--- config.mk ---
export PLATFORM = sky130hd
export DESIGN_NAME = day_count_calendar_converter
export DESIGN_NICKNAME = d
export VERILOG_FILES = /design/src/rtl/dcc_pkg.sv /design/src/rtl/day_count_calendar_converter.sv
export SDC_FILE = /design/constraint.sdc
export NUM_CORES = 1
export LEC_CHECK = 0
export ABC_CLOCK_PERIOD_IN_PS = 5880
export BUFFER_PORTS_ARGS = -buffer_cell sky130_fd_sc_hd__buf_2
export CORE_ASPECT_RATIO = 1.75
export CORE_MARGIN = 2
export CORE_UTILIZATION = 54
export DETAILED_ROUTE_END_ITERATION = 12
export PLACE_DENSITY_LB_ADDON = 0.15
export SETUP_SLACK_MARGIN = 0.5
export SLEW_MARGIN = 20
export SYNTH_ARGS = -nofsm -noshare
export SYNTH_HDL_FRONTEND = slang
export SYNTH_SLANG_ARGS = --single-unit
--- constraint.sdc ---
create_clock -name clock -period 5.88 [get_ports clock]
set_input_delay 0.588 -clock clock [delete_from_list [all_inputs] [get_ports clock]]
set_output_delay 0.588 -clock clock [all_outputs]
set_load 0.02 [all_outputs]
--- src/rtl/dcc_pkg.sv ---
// Shared widths, calendar tables and leap-year helpers for the day count converter.
package dcc_pkg;

   // Accumulator width: the largest alarm sum (255 years plus a year's worth) fits in 17 bits.
   localparam int ACC_W   = 17;
   localparam int DC_W    = 16;
   localparam int YEAR_W  = 8;
   localparam int MONTH_W = 4;
   localparam int DAY_W   = 5;
   localparam int DOM_W   = 6;
   localparam int WIN_W   = 5;
   localparam int CUM_W   = 9;

   localparam logic [MONTH_W-1:0] LAST_MONTH   = 4'd11;
   localparam logic [WIN_W-1:0]   WINDOW_RESET = 5'd31;
   localparam logic [CUM_W-1:0]   DAYS_COMMON  = 9'd365;
   localparam logic [CUM_W-1:0]   DAYS_LEAP    = 9'd366;

   // Commands carried by one item.
   localparam logic CMD_TO_DATE  = 1'b0;
   localparam logic CMD_TO_ALARM = 1'b1;

   // Gregorian rule for years 1900 through 2155: every fourth year is a leap year,
   // except 1900 and 2100. The year 2000 is divisible by 400 and stays a leap year.
   function automatic logic is_leap(input logic [YEAR_W-1:0] yr);
      is_leap = (yr[1:0] == 2'b00) && (yr != 8'd0) && (yr != 8'd200);
   endfunction

   function automatic logic [CUM_W-1:0] year_days(input logic [YEAR_W-1:0] yr);
      year_days = is_leap(yr) ? DAYS_LEAP : DAYS_COMMON;
   endfunction

   // Days before the first of a month; index 12 gives the length of the year.
   function automatic logic [CUM_W-1:0] cum_days(input logic leap, input logic [MONTH_W-1:0] idx);
      logic [CUM_W-1:0] base;
      unique case (idx)
         4'd0:    base = 9'd0;
         4'd1:    base = 9'd31;
         4'd2:    base = 9'd59;
         4'd3:    base = 9'd90;
         4'd4:    base = 9'd120;
         4'd5:    base = 9'd151;
         4'd6:    base = 9'd181;
         4'd7:    base = 9'd212;
         4'd8:    base = 9'd243;
         4'd9:    base = 9'd273;
         4'd10:   base = 9'd304;
         4'd11:   base = 9'd334;
         4'd12:   base = 9'd365;
         default: base = 9'd0;
      endcase
      cum_days = base + CUM_W'(leap && (idx >= 4'd2));
   endfunction

endpackage

--- src/rtl/day_count_calendar_converter.sv ---
// Day count to calendar date converter and alarm date checker, top level.
// A day-count item strips whole years, then steps through the months, then forms the day;
// an alarm item sums the years before its year, adds month offset and day, then checks it.
// Busy is high from acceptance until the result strobe; an alarm with a nonexistent month
// is answered in the next cycle. The single shared add/subtract unit sets the loop count.
// Synchronous active-high reset returns to idle, drops the strobe and sets the window to 31.
// The result is shown for exactly one cycle on rsp_valid; the receiver cannot stall it.
module day_count_calendar_converter #(
   parameter int DAY_COUNT_BITS = 16
) (
   input  logic                         clock,
   input  logic                         reset,
   // Command channel.
   input  logic                         start,
   output logic                         busy,
   input  logic                         req_command,
   input  logic [dcc_pkg::DC_W-1:0]     req_day_count,
   input  logic [dcc_pkg::YEAR_W-1:0]   req_year,
   input  logic [dcc_pkg::MONTH_W-1:0]  req_month,
   input  logic [dcc_pkg::DOM_W-1:0]    req_day_of_month,
   // Result channel.
   output logic                         rsp_valid,
   output logic [dcc_pkg::YEAR_W-1:0]   rsp_out_year,
   output logic [dcc_pkg::MONTH_W-1:0]  rsp_out_month,
   output logic [dcc_pkg::DAY_W-1:0]    rsp_out_day,
   output logic [dcc_pkg::DC_W-1:0]     rsp_alarm_day_count,
   output logic                         rsp_alarm_ok,
   // Alarm window register write.
   input  logic                         csr_valid,
   output logic                         csr_ready,
   input  logic [dcc_pkg::WIN_W-1:0]    csr_wdata
);

   // The compare width covers both the accumulator and the configured day count range.
   localparam int CMP_W = (DAY_COUNT_BITS > dcc_pkg::ACC_W) ? DAY_COUNT_BITS : dcc_pkg::ACC_W;
   localparam logic [CMP_W-1:0] DAY_MASK = CMP_W'((64'd1 << DAY_COUNT_BITS) - 64'd1);

   typedef enum logic [3:0] {
      ST_IDLE,
      ST_YEAR,
      ST_MONTH,
      ST_DAY,
      ST_ACCUM,
      ST_ADD_CUM,
      ST_ADD_DOM,
      ST_DEC,
      ST_CHECK
   } state_type;

   state_type                     state_ff, state_in;
   logic                          cmd_ff, cmd_in;
   logic [dcc_pkg::ACC_W-1:0]     acc_ff, acc_in;
   logic [dcc_pkg::YEAR_W-1:0]    yr_ff, yr_in;
   logic [dcc_pkg::YEAR_W-1:0]    tgt_ff, tgt_in;
   logic [dcc_pkg::MONTH_W-1:0]   m_ff, m_in;
   logic [dcc_pkg::MONTH_W-1:0]   mo_ff, mo_in;
   logic [dcc_pkg::DOM_W-1:0]     dom_ff, dom_in;
   logic [dcc_pkg::DC_W-1:0]      cur_ff, cur_in;
   logic [dcc_pkg::WIN_W-1:0]     win_ff, win_in;

   logic                          rsp_valid_ff, rsp_valid_in;
   logic [dcc_pkg::YEAR_W-1:0]    rsp_year_ff, rsp_year_in;
   logic [dcc_pkg::MONTH_W-1:0]   rsp_month_ff, rsp_month_in;
   logic [dcc_pkg::DAY_W-1:0]     rsp_day_ff, rsp_day_in;
   logic [dcc_pkg::DC_W-1:0]      rsp_alarm_ff, rsp_alarm_in;
   logic                          rsp_ok_ff, rsp_ok_in;

   // Shared add/subtract unit. On a subtract the carry out is high when a >= b.
   logic [dcc_pkg::ACC_W-1:0]     unit_a, unit_b, unit_b_eff, unit_res;
   logic                          unit_sub, unit_carry;
   logic                          accept;
   logic                          month_leap;
   logic [dcc_pkg::DC_W-1:0]      cur_masked;
   logic                          overflow;
   logic                          in_window;

   assign accept     = start && !busy;
   assign busy       = (state_ff != ST_IDLE);
   assign csr_ready  = 1'b1;
   assign cur_masked = req_day_count & DAY_MASK[dcc_pkg::DC_W-1:0];

   // During the month search the leap flag belongs to the year that was reached; while
   // building an alarm count the year counter has stopped on the alarm year.
   assign month_leap = dcc_pkg::is_leap(yr_ff);

   // Operand selection for the shared unit, one operation per sequencer state.
   always_comb begin
      unit_a   = acc_ff;
      unit_b   = '0;
      unit_sub = 1'b0;
      unique case (state_ff)
         ST_YEAR: begin
            unit_b   = dcc_pkg::ACC_W'(dcc_pkg::year_days(yr_ff));
            unit_sub = 1'b1;
         end
         ST_MONTH: begin
            unit_b   = dcc_pkg::ACC_W'(dcc_pkg::cum_days(month_leap, m_ff + 4'd1));
            unit_sub = 1'b1;
         end
         ST_DAY: begin
            unit_b   = dcc_pkg::ACC_W'(dcc_pkg::cum_days(month_leap, m_ff));
            unit_sub = 1'b1;
         end
         ST_ACCUM: begin
            unit_b   = dcc_pkg::ACC_W'(dcc_pkg::year_days(yr_ff));
         end
         ST_ADD_CUM: begin
            unit_b   = dcc_pkg::ACC_W'(dcc_pkg::cum_days(month_leap, mo_ff));
         end
         ST_ADD_DOM: begin
            unit_b   = dcc_pkg::ACC_W'(dom_ff);
         end
         ST_DEC: begin
            unit_b   = dcc_pkg::ACC_W'(1);
            unit_sub = 1'b1;
         end
         ST_CHECK: begin
            unit_b   = dcc_pkg::ACC_W'(cur_ff);
            unit_sub = 1'b1;
         end
         default: begin
            unit_b   = '0;
         end
      endcase
   end

   assign unit_b_eff = unit_sub ? ~unit_b : unit_b;
   assign {unit_carry, unit_res} = {1'b0, unit_a} + {1'b0, unit_b_eff}
                                 + (dcc_pkg::ACC_W + 1)'(unit_sub);

   // In the check step the accumulator holds the alarm count and the unit gives
   // alarm minus current day; the window test needs a non-negative gap no larger than the window.
   assign overflow  = CMP_W'(acc_ff) > DAY_MASK;
   assign in_window = unit_carry
                   && (unit_res[dcc_pkg::ACC_W-1:dcc_pkg::WIN_W] == '0)
                   && (unit_res[dcc_pkg::WIN_W-1:0] <= win_ff);

   // Sequencer and next-value logic.
   always_comb begin
      state_in     = state_ff;
      cmd_in       = cmd_ff;
      acc_in       = acc_ff;
      yr_in        = yr_ff;
      tgt_in       = tgt_ff;
      m_in         = m_ff;
      mo_in        = mo_ff;
      dom_in       = dom_ff;
      cur_in       = cur_ff;
      win_in       = win_ff;
      rsp_valid_in = 1'b0;
      rsp_year_in  = rsp_year_ff;
      rsp_month_in = rsp_month_ff;
      rsp_day_in   = rsp_day_ff;
      rsp_alarm_in = rsp_alarm_ff;
      rsp_ok_in    = rsp_ok_ff;

      if (csr_valid && csr_ready) begin
         win_in = csr_wdata;
      end

      unique case (state_ff)
         ST_IDLE: begin
            if (accept) begin
               cmd_in = req_command;
               cur_in = cur_masked;
               tgt_in = req_year;
               mo_in  = req_month;
               dom_in = req_day_of_month;
               yr_in  = '0;
               m_in   = '0;
               if (req_command == dcc_pkg::CMD_TO_DATE) begin
                  acc_in   = dcc_pkg::ACC_W'(cur_masked);
                  state_in = ST_YEAR;
               end else if (req_month > dcc_pkg::LAST_MONTH) begin
                  // A month that does not exist gives an empty alarm at once.
                  rsp_valid_in = 1'b1;
                  rsp_year_in  = '0;
                  rsp_month_in = '0;
                  rsp_day_in   = '0;
                  rsp_alarm_in = '0;
                  rsp_ok_in    = 1'b0;
               end else begin
                  acc_in   = '0;
                  state_in = ST_ACCUM;
               end
            end
         end
         ST_YEAR: begin
            // Strip whole years while the remainder still covers the current one.
            if (unit_carry) begin
               acc_in = unit_res;
               yr_in  = yr_ff + 8'd1;
            end else begin
               state_in = ST_MONTH;
            end
         end
         ST_MONTH: begin
            if ((m_ff < dcc_pkg::LAST_MONTH) && unit_carry) begin
               m_in = m_ff + 4'd1;
            end else begin
               state_in = ST_DAY;
            end
         end
         ST_DAY: begin
            rsp_valid_in = 1'b1;
            rsp_year_in  = yr_ff;
            rsp_month_in = m_ff;
            rsp_day_in   = unit_res[dcc_pkg::DAY_W-1:0] + 5'd1;
            rsp_alarm_in = '0;
            rsp_ok_in    = 1'b0;
            state_in     = ST_IDLE;
         end
         ST_ACCUM: begin
            // Sum the lengths of all years before the alarm year.
            if (yr_ff == tgt_ff) begin
               state_in = ST_ADD_CUM;
            end else begin
               acc_in = unit_res;
               yr_in  = yr_ff + 8'd1;
            end
         end
         ST_ADD_CUM: begin
            acc_in   = unit_res;
            state_in = ST_ADD_DOM;
         end
         ST_ADD_DOM: begin
            acc_in   = unit_res;
            state_in = ST_DEC;
         end
         ST_DEC: begin
            if (acc_ff == '0) begin
               // Day zero of January 1900 falls before the epoch.
               rsp_valid_in = 1'b1;
               rsp_year_in  = '0;
               rsp_month_in = '0;
               rsp_day_in   = '0;
               rsp_alarm_in = '0;
               rsp_ok_in    = 1'b0;
               state_in     = ST_IDLE;
            end else begin
               acc_in   = unit_res;
               state_in = ST_CHECK;
            end
         end
         ST_CHECK: begin
            rsp_valid_in = 1'b1;
            rsp_year_in  = '0;
            rsp_month_in = '0;
            rsp_day_in   = '0;
            if (overflow) begin
               rsp_alarm_in = DAY_MASK[dcc_pkg::DC_W-1:0];
               rsp_ok_in    = 1'b0;
            end else begin
               rsp_alarm_in = acc_ff[dcc_pkg::DC_W-1:0];
               rsp_ok_in    = in_window;
            end
            state_in = ST_IDLE;
         end
         default: begin
            state_in = ST_IDLE;
         end
      endcase
   end

   // State, working registers and registered result outputs.
   always_ff @(posedge clock) begin
      state_ff     <= state_in;
      cmd_ff       <= cmd_in;
      acc_ff       <= acc_in;
      yr_ff        <= yr_in;
      tgt_ff       <= tgt_in;
      m_ff         <= m_in;
      mo_ff        <= mo_in;
      dom_ff       <= dom_in;
      cur_ff       <= cur_in;
      win_ff       <= win_in;
      rsp_valid_ff <= rsp_valid_in;
      rsp_year_ff  <= rsp_year_in;
      rsp_month_ff <= rsp_month_in;
      rsp_day_ff   <= rsp_day_in;
      rsp_alarm_ff <= rsp_alarm_in;
      rsp_ok_ff    <= rsp_ok_in;
      if (reset) begin
         state_ff     <= ST_IDLE;
         win_ff       <= dcc_pkg::WINDOW_RESET;
         rsp_valid_ff <= 1'b0;
      end
   end

   assign rsp_valid           = rsp_valid_ff;
   assign rsp_out_year        = rsp_year_ff;
   assign rsp_out_month       = rsp_month_ff;
   assign rsp_out_day         = rsp_day_ff;
   assign rsp_alarm_day_count = rsp_alarm_ff;
   assign rsp_alarm_ok        = rsp_ok_ff;

`ifndef SYNTHESIS
   // The strobe only fires while the sequencer is idle.
   a_strobe_idle: assert property (@(posedge clock) disable iff (reset)
      rsp_valid |-> !busy)
      else $error("result strobe while sequencer busy");

   // An accepted item either starts the sequencer or is answered in the next cycle.
   a_accept_progress: assert property (@(posedge clock) disable iff (reset)
      accept |=> (busy || rsp_valid))
      else $error("accepted item neither started nor answered");

   // A date result leaves the alarm fields clear and names a real month and day.
   a_date_result: assert property (@(posedge clock) disable iff (reset)
      (rsp_valid && (cmd_ff == dcc_pkg::CMD_TO_DATE)) |->
         (!rsp_alarm_ok && (rsp_alarm_day_count == '0)
          && (rsp_out_month <= dcc_pkg::LAST_MONTH) && (rsp_out_day != '0)))
      else $error("malformed date result");

   // An alarm result never carries date fields.
   a_alarm_result: assert property (@(posedge clock) disable iff (reset)
      (rsp_valid && (cmd_ff == dcc_pkg::CMD_TO_ALARM)) |->
         ((rsp_out_year == '0) && (rsp_out_month == '0) && (rsp_out_day == '0)))
      else $error("alarm result carries date fields");
`endif

endmodule
==> metrics, run 1 <==
status finished clean; count of input and output buffers 79; area of the multi-input gates 4070 sq um; share of flip-flops with an asynchronous set or reset 0; initial antenna violation count 0; Setup Total Neg Slack 0 ns; die area 15000 sq um; average size of a mapped cell 10.1 sq um; Die Wd 93.3 um; post-synthesis cell type count 78; Seq/Total Area, Yosys 0.461; Reg2Reg Setup Slack 0.42 ns; CP Capture Point rsp_alarm_ok; Initial DRC Count 393; Filler Cell Count 1050; ys flop type edfxtp_1; commonest non-fill, non-tap cell in the layout edfxtp_1; pin count of the biggest net entering global routing 36; layout cells sized above 1 0.251; Seq cells post-synth 125; WP buf/inv 2; Tot GR Track Use 0.279; CTS root buf clkbuf_16; core area 13800 sq um; TritonCTS buffer count 17; area added between synthesis and finish 22.6%; Max Fclk 183 MHz; slowest stage delay, CP 0.52 ns; Post-Syn Instances 748; Cell Area, Synth 7540 sq um; clock latency at the later pin of the worst-skew pair 0.42 ns; clock-pin slew on the worst setup and hold paths 0.06 ns; GRT overflow 0; drc violations 0; clk buf depth 2; Tcrit/Tclk final 0.929; register area 3470 sq um; R2R Path End rsp_alarm_ok; FF-to-FF path depth 22; relative slew slack 0.370; vias in the first global route 6472; site row count 57; hpwl dp 15100 um; top cell family by delay on the critical path compound AO/OA/AOI/OAI gates; Worst setup startpoint yr_ff[7]; element type at the critical path end flip-flop; area share of the largest cell type after synthesis 0.386; most frequent cells in the layout edfxtp_1 (97), buf_2 (79), nor2_1 (62), nand2_1 (55), buf_4 (42); Critical Path Start Type flip-flop; Synth Warn # 0; WP depth 22; TritonCTS clock tree done; Die Y 160 um; Hold Crit Class input pin to flip-flop; worst path required time 6.17 ns; Vias 6288; Detailed Route WL 20800 um; Slew @ Worst Pin 0.919 ns; WP data arrival 5.75 ns; Synth Net Count 837; Final Hold Vio Count 0; Pre-antenna DRT Iters 5; Initial Utilization 0.548; hold buffers post-CTS 0; EDFF count, synth 97; wire per inst 19.9 um; RSZ-0062 raised after global routing yes; Post-DRT Antenna Nets 0; first-pass GRT wire length 32100 um; RR Startpoint yr_ff[7]; kind of critical path flip-flop to flip-flop; Final Setup Violations 0; Clock Sinks 125; gp weighted congestion 0.931; final slew viol count 0; Max Cap Viol 0; worst path cell trace or3_4, a2111o_1, nand2_4, buf_4, a21oi_1, ha_1, mux2i_1, a221oi_1, a311oi_2, mux2i_1, fa_2, inv_1, ha_1, nor2b_1, o21a_1, o21ai_0, a21oi_1, o22a_1, nor4_2, nand4_1, nor4_2, and4b_1; routed vias/inst 6.01; fin nets 946; Worst path slowest cell fa_2; Ant. Diodes 0; Max Fanout on Critical Path 4; Ports 81; Setup Skew 0.00923 ns; top post-synthesis cells by area edfxtp_1 (39%), dfxtp_1 (7.4%), ha_1 (7.3%); CTS H-tree depth 4; Synth area leader edfxtp_1; Period minus WS final 5.46 ns
-- what timing repair did --
item	in CTS	in global routing
endpoints found under the setup margin	34	36
gates resized for setup	11	46
endpoints found under the hold margin	0	0
pin swaps	13	23
cloned	1	1
setup buffers	12	4
-- cell type report --
type | count | area share
Multi-Input combinational cell | 554 | 0.440
Sequential cell | 125 | 0.376
Timing Repair Buffer | 123 | 0.0793
Clock buffer | 18 | 0.0464
Tap cell | 177 | 0.0239
Clock inverter | 14 | 0.0198
Inverter | 36 | 0.0153
-- cells in the mapped netlist, drive strengths merged, types with 22 or more instances --
| master | instances |
|---|---|
| nor2 | 65 |
| inv | 36 |
| clkbuf | 22 |
| o21ai | 38 |
| edfxtp | 97 |
| nand3 | 27 |
| xnor2 | 36 |
| nand2 | 56 |
| a21oi | 42 |
| dfxtp | 28 |
| ha | 44 |
| xor2 | 26 |
-- worst min-delay path by stage --
| stage | from | to | slack (ns) | cells past startpoint |
|---|---|---|---|---|
| after floorplan | win_ff[0] | win_ff[0] | 0.45 | 2 |
| after global placement | win_ff[0] | win_ff[0] | 0.51 | 2 |
| after detailed placement | win_ff[0] | win_ff[0] | 0.49 | 2 |
| after CTS | req_year[4] | tgt_ff[4] | 0.33 | 1 |
| after global routing | req_year[0] | tgt_ff[0] | 0.32 | 1 |
| final | req_year[2] | tgt_ff[2] | 0.34 | 1 |
-- logic make-up after synthesis --
group,Yosys count,synth area share
AO/OA/AOI/OAI,178,0.158
AND/OR/NAND/NOR,252,0.171
multiplexers,15,0.0221
adder cells (fa/ha/maj),45,0.0757
XOR/XNOR,62,0.0720
buffers and inverters,70,0.0403
flip-flops,125,0.461
other,1,0.000497
-- routing by layer --
metal / vias to the layer above / track usage / part of all wire
met4: 0 / 0.182 / 0.066
met1: 2966 / 0.294 / 0.36
li1: 2961 / - / -
met2: 272 / 0.493 / 0.53
met3: 89 / 0.0549 / 0.047
met5: - / 0 / 0
-- metrics by stage --
| step | setup slack [ns] | std cells | util | cell area [sq um] | hold WS, ns |
|---|---|---|---|---|---|
| detailed placement | 0.245 | 997 | 0.598 | 8230 | 0.493 |
| finish | 0.415 | 1047 | 0.672 | 9250 | 0.336 |
| floorplan | 0.349 | 748 | - | 7590 | 0.448 |
| CTS | 0.503 | 1042 | 0.652 | 8970 | 0.331 |
| global route | 0.230 | 1047 | 0.672 | 9250 | 0.320 |
| global placement | 0.280 | 997 | 0.598 | 8230 | 0.506 |
Power of run 1 is not shown: default switching activity piles up to over one toggle a cycle in this logic, so the estimate is an artifact.
==> run 2: changes to the inputs <==
--- a/config.mk
+++ b/config.mk
@@ -6,11 +6,12 @@
 export NUM_CORES = 1
 export LEC_CHECK = 0
 export ABC_CLOCK_PERIOD_IN_PS = 5880
-export BUFFER_PORTS_ARGS = -buffer_cell sky130_fd_sc_hd__buf_2
 export CORE_ASPECT_RATIO = 1.75
 export CORE_MARGIN = 2
-export CORE_UTILIZATION = 54
+export CORE_UTILIZATION = 55
+export CTS_BUF_LIST = sky130_fd_sc_hd__clkbuf_8
 export DETAILED_ROUTE_END_ITERATION = 12
+export DONT_BUFFER_PORTS = 1
 export PLACE_DENSITY_LB_ADDON = 0.15
 export SETUP_SLACK_MARGIN = 0.5
 export SLEW_MARGIN = 20
==> run 2 against run 1 <==
Compared with the run above: fmax grew 1.2%; sequential share of layout area up 1.3 points; hold slack got worse by 0.13 ns; die area down 1.8%; non-clock buffer count decreased by 57; sequential cell count unchanged; critical path depth grew 1; via count shrank 1.4%; clock-buffer cell count shrank 1; final cell count shrank 5.7%; critical path type unchanged.
==> metrics, run 2 (synthesis gave the netlist of run 1 again) <==
clk buf depth 2 (unchanged); initial antenna violation count 0 (unchanged); Hold Crit Start reset; layout cells sized above 1 0.219 (-0.0316); Ant. Diodes 0 (unchanged); fin nets 889 (-6.0%); Initial DRC Count 449 (+14%); gp weighted congestion 0.986 (+6.0%); Tcrit/Tclk final 0.918 (-0.0113); first-pass GRT wire length 31500 um (-1.9%); RR Startpoint m_ff[1]; routed vias/inst 6.28 (+4.5%); Worst Hold Path Cells 1 (unchanged); Slew @ Worst Pin 1.11 ns (+0.195 ns); Post-DRT Antenna Nets 0 (unchanged); FF-to-FF path depth 23 (+4.5%); worst path required time 6.21 ns (+0.04 ns); vias in the first global route 6098 (-5.8%); site row count 56 (-1.8%); Max Fanout on Critical Path 6 (+2); hpwl dp 14500 um (-3.4%); TritonCTS clock tree done; kind of critical path flip-flop to flip-flop; Initial Utilization 0.563 (+0.0156); Vias 6197 (-1.4%); Final Hold Vio Count 0 (unchanged); Die Wd 92.5 um (-0.87%); Setup Total Neg Slack 0 ns (unchanged); worst min-delay path endpoint state_ff[2]; count of input and output buffers 0 (-100%); drc violations 0 (unchanged); Critical Path Start Type flip-flop; CTS root buf clkbuf_8; TritonCTS buffer count 17 (unchanged); Tot GR Track Use 0.277 (-0.00176); core area 13400 sq um (-2.8%); Final Setup Violations 0 (unchanged); most frequent cells in the layout edfxtp_1 (97), nor2_1 (61), buf_4 (60), nand2_1 (55), a21oi_1 (35); Hold Crit Class input pin to flip-flop; element type at the critical path end flip-flop; Clock Sinks 125 (unchanged); Max Fclk 185 MHz (+1.2%); clock-pin slew on the worst setup and hold paths 0.08 ns (+0.02 ns); Pre-antenna DRT Iters 6 (+1); Detailed Route WL 21300 um (+2.6%); area added between synthesis and finish 18.5%; RSZ-0062 raised after global routing yes; Max Cap Viol 0 (unchanged); die area 14700 sq um (-1.8%); clock latency at the later pin of the worst-skew pair 0.46 ns (+0.04 ns); WP data arrival 5.73 ns (-0.02 ns); Die Y 159 um (-0.89%); Ports 81 (unchanged); GRT overflow 0 (unchanged); commonest non-fill, non-tap cell in the layout edfxtp_1; Reg2Reg Setup Slack 0.48 ns (+0.07 ns); relative slew slack 0.258 (-0.113); Setup Skew 0.0235 ns (+0.0143 ns); CTS H-tree depth 4 (unchanged); Period minus WS final 5.40 ns (-0.0666 ns); status finished clean; wire per inst 21.6 um (+8.8%); final slew viol count 0 (unchanged); pin count of the biggest net entering global routing 46 (+28%)
==> run 2: cell count changes in the layout (fill, tap and decap cells not counted), moves of 16 or more <==
cell / change
clkbuf_8: +17
clkbuf_16: -16
buf_4: +18
buf_2: -79
==> run 2: layout make-up <==
cell class | instances | area (sq um)
multi-input combinational | 554 | 4140
sequential | 125 | 3470
fill | 1006 | 4440
inverter | 36 | 141
timing repair buffer | 66 | 549
tap | 174 | 218
clock inverter | 15 | 185
clock buffer | 17 | 234
==> run 2: metal layers <==
layer	vias to the layer above	routed length (um)	track usage
li1	2845	-	-
met4	0	1290	0.138
met5	-	0	0
met3	93	1230	0.0451
met1	2978	7280	0.293
met2	281	11600	0.517
==> run 2: worst max-delay path by stage <==
stage / cells past startpoint / slack [ns] / from / end
2_1_floorplan: 29 / 0.35 / yr_ff[3] / flip-flop
3_3_place_gp: 23 / 0.34 / yr_ff[3] / flip-flop
3_5_place_dp: 24 / 0.27 / yr_ff[3] / flip-flop
4_1_cts: 25 / 0.44 / yr_ff[7] / flip-flop
5_1_grt: 23 / 0.15 / m_ff[0] / flip-flop
6_report: 23 / 0.48 / m_ff[1] / flip-flop
==> run 2: repair_timing <==
action,CTS,global route
hold buffers,0,0
pin swaps,15,23
hold endpoints to repair,0,0
endpoints found under the setup margin,12,40
gates cloned,1,2
setup buffers,10,22
gates resized for setup,18,65
==> run 2: per-stage QoR <==
stage	setup WS, ns	std cells	area, sq um	utilization	hold WS, ns
6_report	0.482	987	8940	0.668	0.203
5_1_grt	0.150	987	8940	0.668	0.190
4_1_cts	0.442	963	8440	0.630	0.187
3_5_place_dp	0.268	920	7870	0.588	0.477
3_3_place_gp	0.338	920	7870	0.588	0.487
2_1_floorplan	0.349	748	7590	-	0.448
==> run 2: worst max-delay path, stage by stage (launching register included) <==
cell	delay [ns]
edfxtp_1	0.41
ha_2	0.20
ha_1	0.42
nor2b_2	0.27
nor2_1	0.06
o21ai_0	0.14
o2bb2ai_1	0.20
nand3_1	0.21
nor3b_2	0.25
xor2_1	0.28
a21oi_2	0.10
xnor2_1	0.13
ha_1	0.30
a21o_1	0.17
a21o_1	0.18
a21o_1	0.16
or2_1	0.23
o31a_2	0.32
and2_4	0.18
o31a_1	0.29
ha_1	0.30
inv_2	0.08
nor2_1	0.04
or3_1	0.35
Power of run 2 is left out for the same reason.
